--- src/rtl/i2cras_pkg.sv ---
package i2cras_pkg;

  localparam int BUFFER_DEPTH_DEF = 32;
  localparam int FUNC_W = 3;
  localparam int DEV_W = 7;
  localparam int BYTE_W = 8;
  localparam int COUNT_W = 6;
  localparam int IDX_W = 5;
  localparam int IN_TDATA_W = 32;
  localparam int OUT_TDATA_W = 40;

  typedef enum logic [FUNC_W-1:0] {
    FN_LOAD   = 3'd0,
    FN_WRITE  = 3'd1,
    FN_READ   = 3'd2,
    FN_TXRDY  = 3'd3,
    FN_RXBYTE = 3'd4
  } func_t;

  typedef enum logic [2:0] {
    M_IDLE = 3'd0,
    M_REG  = 3'd1,
    M_TURN = 3'd2,
    M_RX   = 3'd3,
    M_TX   = 3'd4
  } mode_t;

  // Declared from the highest field down so that send_valid lands in bit 0.
  typedef struct packed {
    logic              busy_res;
    logic              done_res;
    logic [IDX_W-1:0]  got_index;
    logic [BYTE_W-1:0] got_byte;
    logic              got_valid;
    logic              receive_dir;
    logic              stop_cond;
    logic              start_cond;
    logic [DEV_W-1:0]  slave_addr;
    logic [BYTE_W-1:0] send_byte;
    logic              send_valid;
  } res_t;

endpackage

--- src/rtl/i2c_register_access_sequencer.sv ---
// A result item passes through the s1 register and then the output register
// after its input item is accepted.
// Throughput: one item per cycle while the output side takes results; the state
// update and the write-byte store read are issued in the accept cycle, and the
// store read data is merged in front of the output register as the item leaves s1.
// Reset: synchronous, active low; returns to idle with all counters cleared.
// The write-byte store is not cleared and holds its contents until written.
module i2c_register_access_sequencer import i2cras_pkg::*; #(
  parameter int BUFFER_DEPTH = BUFFER_DEPTH_DEF
) (
  input  logic                   clk,
  input  logic                   rst_n,
  input  logic                   in_tvalid,
  output logic                   in_tready,
  // slave address, register address, count, data from the lowest bit up.
  input  logic [IN_TDATA_W-1:0]  in_tdata,
  // func.
  input  logic [FUNC_W-1:0]      in_tuser,
  output logic                   out_tvalid,
  input  logic                   out_tready,
  // send_valid, send_byte, slave_addr, start_cond, stop_cond, receive_dir,
  // got_valid, got_byte, got_index, done_res, busy_res from the lowest bit up.
  output logic [OUT_TDATA_W-1:0] out_tdata
);

  localparam int AW = (BUFFER_DEPTH > 1) ? $clog2(BUFFER_DEPTH) : 1;

  logic              step;
  res_t              res_c;
  res_t              res_q;
  logic              use_mem;
  logic              mem_we;
  logic [AW-1:0]     mem_waddr;
  logic [BYTE_W-1:0] mem_wdata;
  logic              mem_re;
  logic [AW-1:0]     mem_raddr;
  logic [BYTE_W-1:0] mem_rdata;

  assign step = in_tvalid && in_tready;

  i2cras_ctrl #(
    .BUFFER_DEPTH(BUFFER_DEPTH),
    .AW(AW)
  ) u_ctrl (
    .clk      (clk),
    .rst_n    (rst_n),
    .step     (step),
    .func     (in_tuser),
    .dev_id   (in_tdata[6:0]),
    .reg_byte (in_tdata[14:7]),
    .count    (in_tdata[20:15]),
    .data     (in_tdata[28:21]),
    .res      (res_c),
    .use_mem  (use_mem),
    .mem_we   (mem_we),
    .mem_waddr(mem_waddr),
    .mem_wdata(mem_wdata),
    .mem_re   (mem_re),
    .mem_raddr(mem_raddr)
  );

  i2cras_ram #(
    .WIDTH(BYTE_W),
    .DEPTH(BUFFER_DEPTH),
    .AW   (AW)
  ) u_store (
    .clk  (clk),
    .we   (mem_we),
    .waddr(mem_waddr),
    .wdata(mem_wdata),
    .re   (mem_re),
    .raddr(mem_raddr),
    .rdata(mem_rdata)
  );

  i2cras_ostage u_ostage (
    .clk      (clk),
    .rst_n    (rst_n),
    .step     (step),
    .res_in   (res_c),
    .use_mem  (use_mem),
    .mem_rdata(mem_rdata),
    .ready    (in_tready),
    .out_valid(out_tvalid),
    .out_ready(out_tready),
    .res_out  (res_q)
  );

  assign out_tdata = {(OUT_TDATA_W - $bits(res_t))'(0), res_q};

`ifndef NO_ASSERTIONS
  a_stall_only_when_full: assert property (@(posedge clk) disable iff (!rst_n)
    !in_tready |-> (out_tvalid && !out_tready))
    else $error("input stalled while the output side can drain");

  a_send_got_exclusive: assert property (@(posedge clk) disable iff (!rst_n)
    out_tvalid |-> !(res_q.send_valid && res_q.got_valid))
    else $error("transmit and receive byte in the same item");

  a_done_not_busy: assert property (@(posedge clk) disable iff (!rst_n)
    (out_tvalid && res_q.done_res) |-> !res_q.busy_res)
    else $error("done flagged while still busy");

  a_rx_dir_busy: assert property (@(posedge clk) disable iff (!rst_n)
    (out_tvalid && res_q.receive_dir) |-> res_q.busy_res)
    else $error("receive direction outside a transaction");
`endif

endmodule

--- src/rtl/i2cras_ram.sv ---
module i2cras_ram #(
  parameter int WIDTH = 8,
  parameter int DEPTH = 32,
  parameter int AW = (DEPTH > 1) ? $clog2(DEPTH) : 1
) (
  input  logic             clk,
  input  logic             we,
  input  logic [AW-1:0]    waddr,
  input  logic [WIDTH-1:0] wdata,
  input  logic             re,
  input  logic [AW-1:0]    raddr,
  output logic [WIDTH-1:0] rdata
);

  logic [WIDTH-1:0] mem [DEPTH];

  always_ff @(posedge clk) begin
    if (we) begin
      mem[waddr] <= wdata;
    end
    if (re) begin
      rdata <= mem[raddr];
    end
  end

endmodule

--- src/rtl/i2cras_ctrl.sv ---
module i2cras_ctrl import i2cras_pkg::*; #(
  parameter int BUFFER_DEPTH = BUFFER_DEPTH_DEF,
  parameter int AW = (BUFFER_DEPTH > 1) ? $clog2(BUFFER_DEPTH) : 1
) (
  input  logic               clk,
  input  logic               rst_n,
  input  logic               step,
  input  logic [FUNC_W-1:0]  func,
  input  logic [DEV_W-1:0]   dev_id,
  input  logic [BYTE_W-1:0]  reg_byte,
  input  logic [COUNT_W-1:0] count,
  input  logic [BYTE_W-1:0]  data,
  output res_t               res,
  output logic               use_mem,
  output logic               mem_we,
  output logic [AW-1:0]      mem_waddr,
  output logic [BYTE_W-1:0]  mem_wdata,
  output logic               mem_re,
  output logic [AW-1:0]      mem_raddr
);

  localparam int RXW = (AW > IDX_W) ? AW : IDX_W;

  mode_t              mode_r, mode_nxt;
  logic [BYTE_W-1:0]  addr_r, addr_nxt;
  logic [DEV_W-1:0]   dev_r, dev_nxt;
  logic [COUNT_W-1:0] tx_left_r, tx_left_nxt;
  logic [COUNT_W-1:0] rx_left_r, rx_left_nxt;
  logic [AW-1:0]      tx_pos_r, tx_pos_nxt;
  logic [RXW-1:0]     rx_pos_r, rx_pos_nxt;
  logic [AW-1:0]      load_pos_r, load_pos_nxt;
  logic [COUNT_W-1:0] count_c;
  func_t              fn;

  assign fn = func_t'(func);
  assign count_c = (int'(count) > BUFFER_DEPTH) ? COUNT_W'(BUFFER_DEPTH) : count;

  always_comb begin
    mode_nxt = mode_r;
    case (fn)
      FN_WRITE, FN_READ: begin
        if (mode_r == M_IDLE) begin
          mode_nxt = M_REG;
        end
      end
      FN_TXRDY: begin
        case (mode_r)
          M_REG:   mode_nxt = (rx_left_r != '0) ? M_TURN : M_TX;
          M_TURN:  mode_nxt = M_RX;
          M_TX:    mode_nxt = (tx_left_r != '0) ? M_TX : M_IDLE;
          default: mode_nxt = mode_r;
        endcase
      end
      FN_RXBYTE: begin
        if (mode_r == M_RX && rx_left_nxt == '0) begin
          mode_nxt = M_IDLE;
        end
      end
      default: mode_nxt = mode_r;
    endcase
  end

  always_comb begin
    logic [COUNT_W-1:0] rl;
    rl = rx_left_r;
    addr_nxt = addr_r;
    dev_nxt = dev_r;
    tx_left_nxt = tx_left_r;
    rx_left_nxt = rx_left_r;
    tx_pos_nxt = tx_pos_r;
    rx_pos_nxt = rx_pos_r;
    load_pos_nxt = load_pos_r;
    res = '0;
    use_mem = 1'b0;
    mem_we = 1'b0;
    case (fn)
      FN_LOAD: begin
        if (mode_r == M_IDLE) begin
          mem_we = step;
          load_pos_nxt = (load_pos_r == AW'(BUFFER_DEPTH - 1)) ? '0 : load_pos_r + 1'b1;
        end
      end
      FN_WRITE, FN_READ: begin
        if (mode_r == M_IDLE) begin
          addr_nxt = reg_byte;
          dev_nxt = dev_id;
          tx_pos_nxt = '0;
          rx_pos_nxt = '0;
          load_pos_nxt = '0;
          tx_left_nxt = (fn == FN_WRITE) ? count_c : '0;
          rx_left_nxt = (fn == FN_WRITE) ? '0 : count_c;
          res.start_cond = 1'b1;
        end
      end
      FN_TXRDY: begin
        case (mode_r)
          M_REG: begin
            res.send_valid = 1'b1;
            res.send_byte = addr_r;
          end
          M_TURN: begin
            res.start_cond = 1'b1;
            res.stop_cond = (rx_left_r == COUNT_W'(1));
          end
          M_TX: begin
            if (tx_left_r != '0) begin
              res.send_valid = 1'b1;
              use_mem = 1'b1;
              tx_pos_nxt = (tx_pos_r == AW'(BUFFER_DEPTH - 1)) ? '0 : tx_pos_r + 1'b1;
              tx_left_nxt = tx_left_r - 1'b1;
            end else begin
              res.stop_cond = 1'b1;
              res.done_res = 1'b1;
            end
          end
          default: begin
          end
        endcase
      end
      FN_RXBYTE: begin
        if (mode_r == M_RX) begin
          if (rl != '0) begin
            res.got_valid = 1'b1;
            res.got_byte = data;
            res.got_index = rx_pos_r[IDX_W-1:0];
            rx_pos_nxt = (rx_pos_r == RXW'(BUFFER_DEPTH - 1)) ? '0 : rx_pos_r + 1'b1;
            rl = rl - 1'b1;
          end
          rx_left_nxt = rl;
          if (rl == COUNT_W'(1)) begin
            res.stop_cond = 1'b1;
          end else if (rl == '0) begin
            res.done_res = 1'b1;
          end
        end
      end
      default: begin
      end
    endcase
    res.slave_addr = dev_nxt;
    res.receive_dir = (mode_nxt == M_RX);
    res.busy_res = (mode_nxt != M_IDLE);
  end

  assign mem_waddr = load_pos_r;
  assign mem_wdata = data;
  assign mem_re = step && use_mem;
  assign mem_raddr = tx_pos_r;

  always_ff @(posedge clk) begin
    if (!rst_n) begin
      mode_r <= M_IDLE;
      addr_r <= '0;
      dev_r <= '0;
      tx_left_r <= '0;
      rx_left_r <= '0;
      tx_pos_r <= '0;
      rx_pos_r <= '0;
      load_pos_r <= '0;
    end else if (step) begin
      mode_r <= mode_nxt;
      addr_r <= addr_nxt;
      dev_r <= dev_nxt;
      tx_left_r <= tx_left_nxt;
      rx_left_r <= rx_left_nxt;
      tx_pos_r <= tx_pos_nxt;
      rx_pos_r <= rx_pos_nxt;
      load_pos_r <= load_pos_nxt;
    end
  end

endmodule

--- src/rtl/i2cras_ostage.sv ---
module i2cras_ostage import i2cras_pkg::*; (
  input  logic              clk,
  input  logic              rst_n,
  input  logic              step,
  input  res_t              res_in,
  input  logic              use_mem,
  input  logic [BYTE_W-1:0] mem_rdata,
  output logic              ready,
  output logic              out_valid,
  input  logic              out_ready,
  output res_t              res_out
);

  logic s1_v_r;
  logic s1_mem_r;
  res_t s1_r;
  logic out_v_r;
  res_t out_r;
  logic advance;
  res_t merged;

  assign advance = s1_v_r && (!out_v_r || out_ready);
  assign ready = !s1_v_r || advance;
  assign out_valid = out_v_r;
  assign res_out = out_r;

  always_comb begin
    merged = s1_r;
    if (s1_mem_r) begin
      merged.send_byte = mem_rdata;
    end
  end

  always_ff @(posedge clk) begin
    if (!rst_n) begin
      s1_v_r <= 1'b0;
      out_v_r <= 1'b0;
    end else begin
      if (step) begin
        s1_v_r <= 1'b1;
      end else if (advance) begin
        s1_v_r <= 1'b0;
      end
      if (advance) begin
        out_v_r <= 1'b1;
      end else if (out_ready) begin
        out_v_r <= 1'b0;
      end
    end
  end

  always_ff @(posedge clk) begin
    if (step) begin
      s1_r <= res_in;
      s1_mem_r <= use_mem;
    end
    if (advance) begin
      out_r <= merged;
    end
  end

endmodule

--- config.mk ---
export PLATFORM = sky130hd
export DESIGN_NAME = i2c_register_access_sequencer
export DESIGN_NICKNAME = d
export VERILOG_FILES = /design/src/rtl/i2cras_pkg.sv /design/src/rtl/i2c_register_access_sequencer.sv /design/src/rtl/i2cras_ram.sv /design/src/rtl/i2cras_ctrl.sv /design/src/rtl/i2cras_ostage.sv
export SDC_FILE = /design/constraint.sdc
export NUM_CORES = 1
export LEC_CHECK = 0
export ABC_CLOCK_PERIOD_IN_PS = 3860
export BUFFER_PORTS_ARGS = -buffer_cell sky130_fd_sc_hd__buf_2
export CORE_AREA = 2 2 179 181
export DETAILED_ROUTE_END_ITERATION = 7
export DIE_AREA = 0 0 181 183
export PLACE_DENSITY = 0.67
export REMOVE_ABC_BUFFERS = 1
export SYNTH_ARGS = -nofsm -noshare
export SYNTH_HDL_FRONTEND = slang
export SYNTH_SLANG_ARGS = --single-unit
--- constraint.sdc ---
create_clock -name clk -period 3.86 [get_ports clk]
set_input_delay 0.386 -clock clk [delete_from_list [all_inputs] [get_ports clk]]
set_output_delay 0.386 -clock clk [all_outputs]
set_load 0.01 [all_outputs]
# Word-level counts from Yosys, hierarchy flattened
# Memories as Yosys holds them, arrays and structs flattened. A register that Yosys moved wholly into a read port is not among the register bits.
# Cells that the tools add are included.
# W data, S select, Z words.
# op_classes
n_bitwise	0
n_div	0
reduce_logical	28
n_addsub	5
shift	0
mul	0
eq_ne	20
n_lt_le_gt_ge	1
muxes	60
# ops
cell	n
$mux W6	11
$mux W5	9
$pmux W5 S2	3
$pmux W6 S2	2
$mux W1	19
$pmux W3 S3	2
$add A5 B1 Y5 const B	3
$eq A3 B2 Y1 const B	5
$eq A5 B5 Y1 const B	3
$mux W15	1
$mux W14	1
$mux W7	2
$eq A6 B1 Y1 const B	2
$logic_not A6 Y1	2
$mux W3	4
$reduce_bool A6 Y1	2
$sub A6 B1 Y6 const B	2
$ne A2 B1 Y1 const B	5
$pmux W1 S2	5
$reduce_and A5 Y1	2
$reduce_bool A2 Y1	5
$mux W8	1
$eq A3 B1 Y1 const B	2
$eq A3 B3 Y1 const B	2
11 further kinds	19
# totals
rom_bits	0
wordCells	148
latchBits	0
out_inout_bits	42
memories	1
ram_bits	256
input_bits	39
ff_bits	118
# mem_list
name	words	word_bits	rd	rd_ports_with_merged_regs	wr	line	rtl
u_store.mem	32	8	1	1	1	i2cras_ram.sv:15	logic [WIDTH-1:0] mem [DEPTH];

# Longest topological paths before layout
# Gate-level depths: netlist (run 1).
# logic_depth
depth_word	11
ltp_mapped	8
depth_no_buf	7

# Modules after synthesis
# From an unflattened synthesis (run 1), not the netlist that was laid out.
# unflattened
cells_unflattened	912
hier_area_um2	15582.4
# modules_own_cells
mod	seq_area_each_um2	n_inst	area_per_inst_um2	cells_each
i2cras_ram	7927.6	1	10133.5	417
i2cras_ctrl	900.9	1	3059.2	400
i2cras_ostage	2172.1	1	2342.2	88
i2c_register_access_sequencer	0.0	1	47.5	7

# Least setup slack after synthesis (run 1)
# OpenSTA, ideal clock, no wires.
# synth_path
kind	input-to-reg
startpoint	input port out_tready
endpoint	register u_ostage.out_r (netlist bit u_ostage.res_out[0]), enable pin
setup_slack_ns	0.371
setup_time_ns	0.481
arrival_ns	3.008
stages	2
cell_sequence	inv_1 -> a21boi_0
# synth_between
elab_chain_len	2
# synth_lines
item	line	rtl
start, declared	i2c_register_access_sequencer.sv:20	input logic out_tready,
$logic_or A1 B1 Y1	i2cras_ostage.sv:22	assign advance = s1_v_r && (!out_v_r || out_ready);
$logic_and A1 B1 Y1	i2cras_ostage.sv:22	
via u_ostage.advance	i2cras_ostage.sv:19	logic advance;
end signal, assigned	i2cras_ostage.sv:58	out_r <= merged;
end, declared	i2cras_ostage.sv:18	res_t out_r;
# The timed path passes the listed nets, and every way through them passes these cells.
# A chain may end at the register's enable or synchronous reset.

==> results of run 1 <==
## power by group
part / switching (W) / total (W) / internal (W)
Sequential: 0.0000258 / 0.00457 / 0.00454
Combinational: 0.000183 / 0.000274 / 0.0000905
Clock: 0.00150 / 0.00364 / 0.00214
Total: 0.00171 / 0.00848 / 0.00677
## cell families (layout without fill, tap and decap cells)
family	after synthesis	count (layout)
compound gates	106	106
xor+xnor	3	3
fa+ha+maj	14	14
buf+inv	74	191
flops	382	382
mux	103	103
other cells	1	5
simple gates	224	224
## per-layer routing
metal | vias up | track usage [%] | part of all wire, %
met2 | 251 | 29.69 | 47
met1 | 4085 | 26.25 | 45
met4 | 0 | 4.715 | 1.9
met5 | - | 0 | 0
li1 | 3746 | - | -
met3 | 43 | 3.495 | 6.2
## layout make-up
type / instances / area share [%]
Clock buffer: 47 / 5.985
Clock inverter: 23 / 1.100
Tap cell: 402 / 2.871
Sequential cell: 382 / 62.82
Inverter: 21 / 0.4500
Multi-Input combinational cell: 455 / 23.37
Timing Repair Buffer: 100 / 3.400
## sequential cells by signal, indices dropped and copies added (netlist names), 6 cells and up
signal / cells
u_store.mem: 256
u_ostage.res_out: 35
u_ostage.merged: 27
u_ctrl.addr_r: 8
u_ostage.s1_r: 8
u_store.rdata: 8
u_ctrl.dev_r: 7
u_ctrl.rx_left_r: 6
u_ctrl.tx_left_r: 6
## stage by stage
| stage | hold WS, ns | utilization, % | instance area [µm²] |
|---|---|---|---|
| 3_3_place_gp | 0.4012 | 52.12 | 16280 |
| 3_5_place_dp | 0.4045 | 52.12 | 16280 |
| 4_1_cts | 0.1154 | 56.09 | 17520 |
| 6_report | 0.1343 | 56.09 | 17520 |
| 5_1_grt | 0.1484 | 56.09 | 17520 |
| 2_1_floorplan | 0.4003 | - | 15160 |
## Yosys cell counts (5+ instances only)
library cell	number	area, µm²
sky130_fd_sc_hd__mux4_2	80	1802
sky130_fd_sc_hd__a21oi_1	42	210.2
sky130_fd_sc_hd__nand3_1	12	60.06
sky130_fd_sc_hd__edfxtp_1	335	10060
sky130_fd_sc_hd__o21ai_0	13	65.06
sky130_fd_sc_hd__nand3b_1	6	45.04
sky130_fd_sc_hd__o31ai_1	6	45.04
sky130_fd_sc_hd__and3_1	13	81.33
sky130_fd_sc_hd__nand2_1	64	240.2
sky130_fd_sc_hd__o22ai_1	5	31.28
sky130_fd_sc_hd__buf_4	8	60.06
sky130_fd_sc_hd__nand2b_1	5	31.28
sky130_fd_sc_hd__and2_1	15	93.84
sky130_fd_sc_hd__mux2_2	23	259.0
sky130_fd_sc_hd__inv_1	19	71.32
sky130_fd_sc_hd__a211oi_1	5	37.54
sky130_fd_sc_hd__or4_1	6	45.04
sky130_fd_sc_hd__nor2_1	64	240.2
sky130_fd_sc_hd__clkbuf_1	29	108.9
sky130_fd_sc_hd__dfxtp_1	47	940.9
sky130_fd_sc_hd__buf_2	8	40.04
sky130_fd_sc_hd__nor3_1	12	60.06
sky130_fd_sc_hd__ha_1	14	175.2
sky130_fd_sc_hd__or3_1	8	50.05
## worst max path at each step
stage	endpoint	slack [ns]	cells after the start
after floorplan	u_store.rdata[0]$_DFFE_PP_	-0.56	3
after global placement	u_store.rdata[4]$_DFFE_PP_	0.95	4
after detailed placement	u_store.rdata[0]$_DFFE_PP_	0.93	4
after CTS	u_store.rdata[6]$_DFFE_PP_	0.92	4
after global routing	u_store.rdata[0]$_DFFE_PP_	0.81	4
final	u_store.rdata[0]$_DFFE_PP_	0.97	4
## critical path, cell delays in order, from the launching register on
cell and delay, ns:
sky130_fd_sc_hd__dfxtp_4 0.96, sky130_fd_sc_hd__buf_12 0.28, sky130_fd_sc_hd__mux4_2 0.57, sky130_fd_sc_hd__mux4_2 0.52, sky130_fd_sc_hd__mux2_2 0.30
==> results.txt, run 1 <==
- Sum of net half-perimeters after detailed placement: 19.10 mm
- The routed layout has 8125 vias.
- Setup violations remaining at the end of the flow were counted as 0.
- Most common cell after layout, fill and taps aside: sky130_fd_sc_hd__edfxtp_1
* Effective utilization at floorplan: 49.35%
* Floorplan die area: 33120 µm²
- The flow ran to the end, and the final reports show no timing, DRC or antenna violations.
* Multiplexer share of the synthesized area: 13.37%
- Global routing used 18.43% of the available tracks across all layers.
* Data arrival at the endpoint of the critical path: 3.16 ns
- Synthesis produced a netlist whose cell count is 907.
- After Yosys synthesis, and, or, nand and nor cells account for 7.226% of the synthesized area.
- Y dimension of the die: 183 µm
- Dividing the detail-routed via count by the number of cells gives 5.682.
- Vias in the first global route: 7972
- Clock tree skew after final layout: 0.01487 ns
- Most used flip-flop cell after synthesis: sky130_fd_sc_hd__edfxtp_1
- Number of cells after detailed placement: 1360
* Transition time at the pin with the least slew margin: 1.159 ns
* Number of ports placed on the die boundary: 81
* Area used by sequential logic in the layout: 11010 µm²
- Quantity of I/O buffers inserted on ports: 72
* Per-cell routed wire length: 20.95 µm
- Number of distinct library cells after synthesis: 64
- CTS tree: built
* Number of maximum-capacitance constraint violations: 0
* Layout cells sized above 1: 26.56%
* First-pass GRT wire length: 46.79 mm
- Final Non-Filler Cells: 1430
- The routed design has 29.96 mm of wire.
* Layout net count: 1052
- Once the clock tree was built, the resizer swapped 0 gates to a different size.
* Worst Setup Slack, final: 0.9653 ns
* Starting DRT DRC Count: 736
- The worst setup path is captured at a flop.
* Total Power: 0.008480 W
* Crit share post-route: 74.99%
* RSZ-0062 raised after global routing: false
- Gp weighted congestion: 0.8411
* Required time reported for the critical path endpoint: 4.13 ns
- The count of endpoints failing hold in the final timing report came to 0.
- The worst hold path begins at in_tdata[6].
- STA classifies the critical path startpoint as a flop.
- Share of synthesized registers carrying an async set or reset: 0%
- In the layout the commonest cells are sky130_fd_sc_hd__edfxtp_1 (335), sky130_fd_sc_hd__mux4_2 (80), sky130_fd_sc_hd__buf_2 (72).
* Clock slew at reported path FFs: 0.06 ns
- Clock tree synthesis inserted a total of 39 buffers.
- The clock passes through at most 3 buffers.
- In this run the remaining antenna-violating nets after routing total 0.
* Adder and majority gate portion of the synthesized area: 1.137%
- After floorplanning, the core was divided into 65 placement rows.
- Entering global routing, the biggest net connects 68 pins.
* Post-Syn Area per Cell: 16.99 µm²
* Worst reg-to-reg setup slack: 0.97 ns
* Fmax: 345.5 MHz
* Power Density: 484.0 nW/µm²
- After clock tree synthesis, the flow added hold-fix buffers numbering 0.
* Initial antenna violation count: 0
* Fillers: 2457
- For this design, the sink count on the clock tree is 382.
- XOR/XNOR Fraction of Synth Area: 0.1705%
- Summing the areas of all compound-gate instances in the mapped netlist gives 4.433% of the synthesized area.
- Router iterations before antenna repair: 5
- Area of the multi-input gates: 4094 µm²
- The total count of max-transition violations in the final report was 0.
* Critical path class: flop to flop
- The worst-case IR drop observed on VDD is 404.2 µV.
- In the final timing run, aggregate negative setup slack is 0 ns.
- Number of diodes added for antenna fixing: 0
* Min-Delay Path Depth: 3
- Clock latency on the worst-skew pair, taken at its later pin, is 0.52 ns.
- The synthesized netlist occupies a cell area of 15410 µm².
* Dpl ws: 0.9292 ns
- CTS placed an instance of sky130_fd_sc_hd__clkbuf_16 at the clock tree root.
* Worst hold-check path type: input port to flop
- The number of setup buffers added after CTS is 0.
- Counting cells, the worst reg-to-reg path comes to 4.
- In this run the worst path has a maximum fanout of 47.
- After floorplanning, the core was sized to cover 31230 µm².
* Horiz. Die Dim: 181 µm
- Register area share after synthesis: 71.38%
- Subtracting the final worst setup slack from the clock period gives 2.895 ns.
- Leak pwr: 5.760 nW
- In this run the critical register-to-register path is launched from u_ctrl.mem_raddr[0]$_SDFFE_PN0P_.
- The worst hold path terminates at u_ctrl.dev_r[6]$_SDFFE_PN0P_.
- Counting flops with a built-in enable in the synthesized netlist gives 335.
- Layout-stage area growth over the synthesis result: 13.67%
- In the routed design, unresolved DRC markers number 0.
- Counting flops and latches in the post-synthesis netlist gives 382.
* Startpoint of the worst setup timing path: u_ctrl.mem_raddr[0]$_SDFFE_PN0P_
* Max-slew headroom: 22.57%
- The endpoint identified for the worst register-to-register timing path is u_store.rdata[0]$_DFFE_PP_.
* Congestion Overflow GR: 0
- The H-tree was split into 2 levels.
* Largest family of logic cells by synthesized area: multiplexers
* Yosys warnings: 0
Power figures use the tool's default switching activity.
==> inputs of run 2 (changes only) <==
--- a/config.mk
+++ b/config.mk
@@ -5,12 +5,12 @@
 export SDC_FILE = /design/constraint.sdc
 export NUM_CORES = 1
 export LEC_CHECK = 0
-export ABC_CLOCK_PERIOD_IN_PS = 3860
+export ABC_CLOCK_PERIOD_IN_PS = 2600
 export BUFFER_PORTS_ARGS = -buffer_cell sky130_fd_sc_hd__buf_2
 export CORE_AREA = 2 2 179 181
 export DETAILED_ROUTE_END_ITERATION = 7
 export DIE_AREA = 0 0 181 183
-export PLACE_DENSITY = 0.67
+export PLACE_DENSITY = 0.69
 export REMOVE_ABC_BUFFERS = 1
 export SYNTH_ARGS = -nofsm -noshare
 export SYNTH_HDL_FRONTEND = slang
==> constraint.sdc (replaced) <==
create_clock -name clk -period 2.6 [get_ports clk]
set_input_delay 0.26 -clock clk [delete_from_list [all_inputs] [get_ports clk]]
set_output_delay 0.26 -clock clk [all_outputs]
set_load 0.01 [all_outputs]
==> run 2 against run 1 <==
Clock skew is 0.0031 ns higher. Global-route usage is 0.43 points higher. Design area is 1.9% higher. Combinational power is 57% higher. Sequential share of layout area is 1.2 points lower. Via count is 4.0% higher. Utilization is 1.1 points higher. Setup slack worse by 0.79 ns. Clock power is 43% higher. Sequential power is 48% higher. Die area stayed put. Hold slack worse by 0.12 ns. Largest cell class unchanged.
==> results.txt, run 2 (same netlist as run 1, synthesis figures left out) <==
- Via count: 8448 (+4.0%)
- Setup repair after global routing left no endpoint under its margin.
- The first-pass iteration count of the detailed router is 5 (unchanged).
* Cell chosen for the clock root: sky130_fd_sc_hd__clkbuf_16
- The via density per instance was 5.739 (+1.0%).
* Finished Core Util: 57.15% (+1.1 points)
* Congestion Overflow GR: 0 (unchanged)
- Quantity of I/O buffers inserted on ports: 72 (unchanged)
* Sum of net half-perimeters after detailed placement: 20.33 mm (+6.5%)
- Most used cells in the layout excluding fill and tap cells: sky130_fd_sc_hd__edfxtp_1 (335), sky130_fd_sc_hd__mux4_2 (80), sky130_fd_sc_hd__buf_2 (72)
* Clock slew at reported path FFs: 0.06 ns (about the same)
* Time the final worst path needs with I/O delays and setup: 2.426 ns (-0.4684 ns)
- The worst setup slack for register-to-register paths was 0.17 ns (-0.79 ns).
- The detailed-route wire length per cell came to 20.88 µm (-0.36%).
- The largest driver fanout on the critical path was 18 (-62%).
* Effective utilization at floorplan: 49.35% (unchanged)
* Critical path's largest stage delay: 0.57 ns (-0.39 ns)
* Register share of total power: 54.6% (+0.7 points)
- Number of max-slew violations in the final report: 0 (unchanged)
* CTS tree: built
* CP bufs+invs: 1 (unchanged)
- STA classifies the critical path startpoint as a flop.
- Endpoint of the lowest-slack register-to-register path: u_store.rdata[6]$_DFFE_PP_
- The die span in x came to 181 µm (unchanged).
* Max reg flops: 256 (unchanged)
* Worst Setup Slack, final: 0.1737 ns (-0.7916 ns)
- The slowest stage of the critical path belongs to the cell sky130_fd_sc_hd__dfxtp_4.
- The worst hold-check slack was 0.01411 ns (-0.1202 ns).
- TritonCTS buffer count: 39 (unchanged)
- The number of design-rule violations left by the first detailed-router iteration was 959 (+30%).
- Register containing the most flip-flops in the final layout: u_store.mem
* First-pass GRT wire length: 47.87 mm (+2.3%)
- The logic depth of the worst register-to-register path is 4 (unchanged).
- Peak supply drop: 679.4 µV (+68%)
- Layout net count: 1094 (+4.0%)
- Largest net degree at the start of global routing: 52 (-24%)
- The proportion of power drawn by the clock network was 41.9% (-1.0 points).
- Setup TNS: 0 ns (unchanged)
- The number of H-tree branching levels was 2 (unchanged).
- Cell family with the largest share of critical-path delay: multiplexers
* Startpoint of the worst setup timing path: u_ctrl.mem_raddr[0]$_SDFFE_PN0P_
* Layout cells sized above 1: 29.07% (+2.5 points)
- Capturing element type of the critical path: flop
- The switching part of the total came to 20.36% (+0.20 points).
* Worst-Skew Late Latency: 0.52 ns (about the same)
- The via count of the first global-routing pass is 8337 (+4.6%).
* Number of setup buffers added after CTS: 0 (unchanged)
- Internal power summed over all cells: 0.009874 W (+46%)
* Combinational Power Share: 3.5% (+0.3 points)
* Y dimension of the die: 183 µm (unchanged)
- The maximum clock rate came to 412.1 MHz (+19%).
* Sinks on Clock Net: 382 (unchanged)
* Number of maximum-capacitance constraint violations: 0 (unchanged)
- Standard cell core area: 31230 µm² (unchanged)
- Most common cell after layout, fill and taps aside: sky130_fd_sc_hd__edfxtp_1
- Layout-stage area growth over the synthesis result: 15.81%
- The count of endpoints failing hold in the final timing report came to 0 (unchanged).
* Maximum root-to-sink buffer count: 3 (unchanged)
* Total number of placement rows: 65 (unchanged)
- The power density over the cells is 694.7 nW/µm² (+44%).
* Total stage count of the critical path: 4 (unchanged)
- The cell that appears most often on the critical path is sky130_fd_sc_hd__mux4_2.
- Initial antenna violation count: 1 (+1)
- Required time reported for the critical path endpoint: 2.86 ns (-1.27 ns)
* Critical path class: flop to flop
* Worst hold-check path type: input port to flop
- The global router's overall resource usage is 18.86% (+0.43 points).
- Floorplan die area: 33120 µm² (unchanged)
- Gp weighted congestion: 0.8613 (+2.4%)
* Result of the run: completed
- The worst-case setup slack after placement is 0.1815 ns (-0.7477 ns).
- Leak pwr: 5.979 nW (+3.8%)
- Walking the worst path, the cells encountered are buf_12, mux4_2, mux4_2, mux2_2.
- The arrival time of the worst setup path came to 2.68 ns (-0.48 ns).
- Crit share post-route: 93.32% (+18 points)
- Total of endpoints with negative setup slack in the final report: 0 (unchanged)
- Number of diodes added for antenna fixing: 0 (unchanged)
* Total Power: 0.01240 W (+46%)
- Post-route DRC: 0 (unchanged)
- The number of nets still failing antenna checks after routing is 0 (unchanged).
* Critical Path End: u_store.rdata[6]$_DFFE_PP_
- Total wirelength of the detailed-routed design: 30.73 mm (+2.6%)
- Net Sw Power: 0.002524 W (+48%)
* Worst reg2reg path startpoint: u_ctrl.mem_raddr[0]$_SDFFE_PN0P_
- The clock tree skew after final layout is 0.01793 ns (+0.003059 ns).
- The number of top-level pins came to 81 (unchanged).
* Transition time at the pin with the least slew margin: 1.031 ns (-0.1278 ns)
- The max-slew headroom at the worst pin came to 31.19% (+8.6 points).
run 2: how the worst min path moves through the flow:
| stage | start | to | slack [ns] | depth (start not counted) |
|---|---|---|---|---|
| after detailed placement | u_ostage.merged[15]$_DFFE_PP_ | u_ostage.res_out[15]$_DFFE_PP_ | 0.40 | 0 |
| final | in_tdata[9] | u_ctrl.addr_r[2]$_SDFFE_PN0P_ | 0.01 | 3 |
| after global routing | in_tdata[9] | u_ctrl.addr_r[2]$_SDFFE_PN0P_ | 0.02 | 3 |
| after global placement | u_ostage.merged[32]$_SDFFCE_PN0P_ | u_ostage.res_out[32]$_DFFE_PP_ | 0.40 | 0 |
| after floorplan | in_tdata[21] | u_store.mem[0][0]$_DFFE_PP_ | 0.36 | 0 |
| after CTS | in_tdata[9] | u_ctrl.addr_r[2]$_SDFFE_PN0P_ | 0.0002 | 3 |
run 2: metrics by stage:
| stage | instance area (µm²) | cells |
|---|---|---|
| 3_5_place_dp | 16630 | 1399 |
| 4_1_cts | 17840 | 1472 |
| 5_1_grt | 17850 | 1472 |
| 3_3_place_gp | 16630 | 1399 |
| 2_1_floorplan | 15160 | 858 |
| 6_report | 17850 | 1472 |
run 2: what timing repair did:
item	4_1_cts	5_1_grt
setup endpoints to repair	0	1
resized for setup	0	1
endpoints found under the hold margin	3	0
hold buffers	3	0
run 2: power by group through the flow:
stage                     sequential, W  clock (W)  combinational, W
after detailed placement        0.00691          0          0.000427
after global routing            0.00678    0.00553          0.000476
final                           0.00678    0.00519          0.000431
after CTS                       0.00678    0.00530          0.000434
after global placement          0.00690          0          0.000414
after floorplan                 0.00692          0          0.000195
run 2: area by class of cell:
type                    count  area [µm²]
flip-flops and latches    382       11010
multi-input cells         455        4096
clock buffers              45        1008
fillers                  2352       13380
inverters                  21       78.83
clock inverters            25       173.9
well taps                 402       503.0
repair buffers            142       980.9
run 2: routing by layer:
metal  up-vias  wire, µm  global-route usage (%)
li1       3838         -                       -
met1      4286     13370                   26.52
met2       286     15110                   31.57
met3        38      1782                   2.899
met4         0       472                   4.260
met5         -         0                       0
run 2: worst register-to-register path, delay by kind of cell, from the launching register on:
kind	cells	cell delay (ns)
muxes	3	1.36
buffers and inverters	1	0.26
DFF	1	0.57
